==> config.mk <==
export PLATFORM = sky130hd
export DESIGN_NAME = htq_ram
export DESIGN_NICKNAME = d
export VERILOG_FILES = /design/src/rtl/htq_ram.sv
export SDC_FILE = /design/constraint.sdc
export NUM_CORES = 1
export LEC_CHECK = 0
export BUFFER_PORTS_ARGS = -buffer_cell sky130_fd_sc_hd__buf_2
export CAP_MARGIN = 10
export CORE_ASPECT_RATIO = 2
export CORE_MARGIN = 3
export CORE_UTILIZATION = 45
export DETAILED_ROUTE_END_ITERATION = 7
export GPL_TIMING_DRIVEN = 0
export SYNTH_ARGS = -nofsm -noshare
export SYNTH_HDL_FRONTEND = slang
export SYNTH_SLANG_ARGS = --single-unit
==> constraint.sdc <==
create_clock -name clk -period 1.86 [get_ports clk]
set_input_delay 0.093 -clock clk [delete_from_list [all_inputs] [get_ports clk]]
set_output_delay 0.093 -clock clk [all_outputs]
set_load 0.02 [all_outputs]
==> src/rtl/htq_ram.sv <==
// htq_ram: generic single-port ram with registered read
// no dependencies
module htq_ram #(
  parameter int unsigned WIDTH = 8,
  parameter int unsigned DEPTH = 32
) (
  input  logic                     clk,
  input  logic                     we,
  input  logic [$clog2(DEPTH)-1:0] addr,
  input  logic [WIDTH-1:0]         wdata,
  output logic [WIDTH-1:0]         rdata
);
  logic [WIDTH-1:0] mem [DEPTH];
  // write and registered read
  always_ff @(posedge clk) begin
    if (we) mem[addr] <= wdata;
    rdata <= mem[addr];
  end
endmodule

==> impl_metrics.toml <==
[yosys]
yosys-top-cells-count = "256 x edfxtp_1, 128 x mux2i_1, 63 x o22ai_1"
yosysMostFrequentCell = "edfxtp_1"
netlist.top_cell.by_area = "edfxtp_1"
ys_types = 24
ys_warn_count = 0
synth_nets = 591
synth-edff-count = 256
syn-cell-area_um2 = 10200
syn_inst = 576
yosysTopAreaCellShare_pct = 75.3
ys_seq_area_share_pct = 76.9
synthTopCellsByArea = "edfxtp_1 75%, mux2i_1 13%, o22ai_1 3.9%, dfxtp_1 1.6%, buf_2 1.1%"
async_reset_ff_share_pct = 0
synth-seq-cells = 264
syn_avg_cell_area_um2 = 17.7
synthFlopType = "edfxtp_1"

[cts]
cts_tree = "built"
clockRootBuffer = "clkbuf_16"
cts.sinks = 264
ctsLongestPathBuffers = 3
numCtsBuffers = 22
path_clk_slew_ps = 70
cts_max_level = 1
insertion_delay_ps = 510

[detailed_routing]
wl_per_cell_um = 26.1
drtIter0Drc = 523
ant_nets = 0
num_vias = 5336
drt-met1-wl_um = 8380
wirelength_um = 24000
wl_met2_um = 13300
routed.top_layer = "met4"
drt-pass1-iter-count = 4
wl_met3_um = 1010
avgViaCountPerCell = 5.81
drc = 0

[place]
dp.cells = 872
portBuffers = 20
globalplace.congestion = 0.878
hpwl_um = 16400

[sta]
period_minus_slack_ps = 1970
rsz0062_at_grt = "yes"
relSlewSlack_pct = 43.8
drv_slew = 0
fin_ws_ps = -106
fin_crit_sh_pct = 106
hold_viol = 0
setup-violations-final = 54
timing.fmax_mhz = 509
tightest_slew_ps = 840
clock_skew_ps = 6.44
whs_ps = 113

[finish]
fin_nets = 641
drive_above_1_share_pct = 17.0
fillers = 1795
regArea_um2 = 7850
diodes = 0
fin_cells = 918
finalCoreUtilization_pct = 52.1
multiInputGateArea_um2 = 2260
area_growth_pct = 13.6

[grt]
grt_pass1_vias = 5628
grt_pass1_wl_um = 35700
antenna_found_initial = 0
grt_max_degree = 33
overflow = 0
grt_usage_pct = 19.6

[worst_setup_path]
setup.worst_path.start_class = "input port"
crit_type = "in2reg"
end_kind = "flip-flop"
worst_r2r_endpoint = "rdata[3]"
worstSetupEndpoint = "mem[3][1]"
crit_path_max_fanout = 10
cp.arrival_ps = 2110
r2r_start = "mem[27][3]"
cp.required_ps = 2000
reg2reg_depth = 4
r2r_setup_slack_ps = 370
startpoint = "addr[1]"

[power_and_ir_drop]
power_density_nw_per_um2 = 1070
total_power_mw = 12.4
ir_drop_uv = 977
p_leak_nw = 3.98

[floorplan]
core_um2 = 22300
die_x_um = 112
chipHeight_um = 219
die_area_um2 = 24600
ios = 23
rows = 77
initial_utilization_pct = 45.9

[min_path]
min_path_type = "in2reg"

[run]
cap_violations = 0

[status]
violations = "negative setup slack"
status = "finished with violations"
[per-stage QoR]
step	TNS, ps	worst slack (ps)	instance area (um^2)
finish	-2630	-106	11600
global route	-9040	-200	11600
CTS	-2840	-89.0	11500
detailed placement	-133210	-728	10700
global placement	-132360	-734	10700
floorplan	0	147	10200
[flip-flops by register name, summed over array words and instances (netlist names)]
| name | count |
|---|---|
| mem | 256 |
| rdata | 8 |
[logic make-up (layout without fill, tap and decap cells)]
kind of cell           Yosys count  count (layout)  share of synthesized area, %
buffers and inverters           35             101                          1.72
flip-flops                     264             264                          76.9
multiplexers                   128             128                          12.6
AND/OR/NAND/NOR                 85              85                          4.85
AO/OA/AOI/OAI                   64              64                          3.98
[worst min path at each step]
stage / from / end / slack, ps / cells after the start
floorplan: wdata[0] / mem[0][0] / 190 / 0
global placement: rdata[0] / rdata[0] / 510 / 1
detailed placement: rdata[4] / rdata[4] / 510 / 1
CTS: wdata[7] / mem[20][7] / 130 / 1
global route: wdata[7] / mem[12][7] / 140 / 1
finish: wdata[0] / mem[28][0] / 110 / 1
[layout make-up]
type                       count  area share, %
multi-input combinational    277           19.5
tap                          276           2.98
clock inverter                12           1.69
sequential                   264           67.7
clock buffer                  28           5.39
timing repair buffer          26           1.25
buffer                        35           1.53
[critical path, stage by stage]
cell,delay (ps)
clkbuf_1,260
buf_2,290
buf_4,250
nand3_1,400
nor2_1,800
[layer usage]
layer  GRT usage (%)  vias to the layer above
li1                -                     2419
met4            10.0                        0
met2            36.7                      153
met5               0                        -
met1            21.5                     2712
met3            2.40                       52
[cell usage in the layout, fill, tap and decap left out, types with 3 or more instances in the layout]
| cell | netlist | final |
|---|---|---|
| or3b_2 | 3 | 3 |
| clkbuf_16 | 0 | 23 |
| nand4b_1 | 4 | 4 |
| nor4_1 | 16 | 16 |
| nand4bb_1 | 5 | 5 |
| nand2_1 | 10 | 10 |
| clkbuf_1 | 8 | 10 |
| edfxtp_1 | 256 | 256 |
| nor3_2 | 0 | 3 |
| buf_4 | 0 | 7 |
| nor2_2 | 0 | 10 |
| buf_2 | 22 | 41 |
| or4b_1 | 4 | 4 |
| nor2_4 | 0 | 3 |
| dfxtp_1 | 8 | 8 |
| clkbuf_8 | 0 | 3 |
| o22ai_1 | 63 | 63 |
| mux2i_1 | 128 | 128 |
| bufinv_16 | 0 | 5 |
| nand3b_1 | 4 | 4 |
| nor2_1 | 29 | 16 |
[power breakdown]
| part | switching [mW] | internal (mW) |
|---|---|---|
| clock network | 2.02 | 3.08 |
| registers | 0.0216 | 6.61 |
| logic | 0.441 | 0.198 |
| total | 2.48 | 9.89 |
[repair_timing]
action / in CTS / in global routing
setup buffers: 0 / 6
gates resized for setup: 7 / 11
setup endpoints to repair: 128 / 162
hold buffers: 0 / 0
pin swaps: 0 / 1
hold endpoints to repair: 0 / 0
No activity file was read; power rests on OpenSTA's default activity.
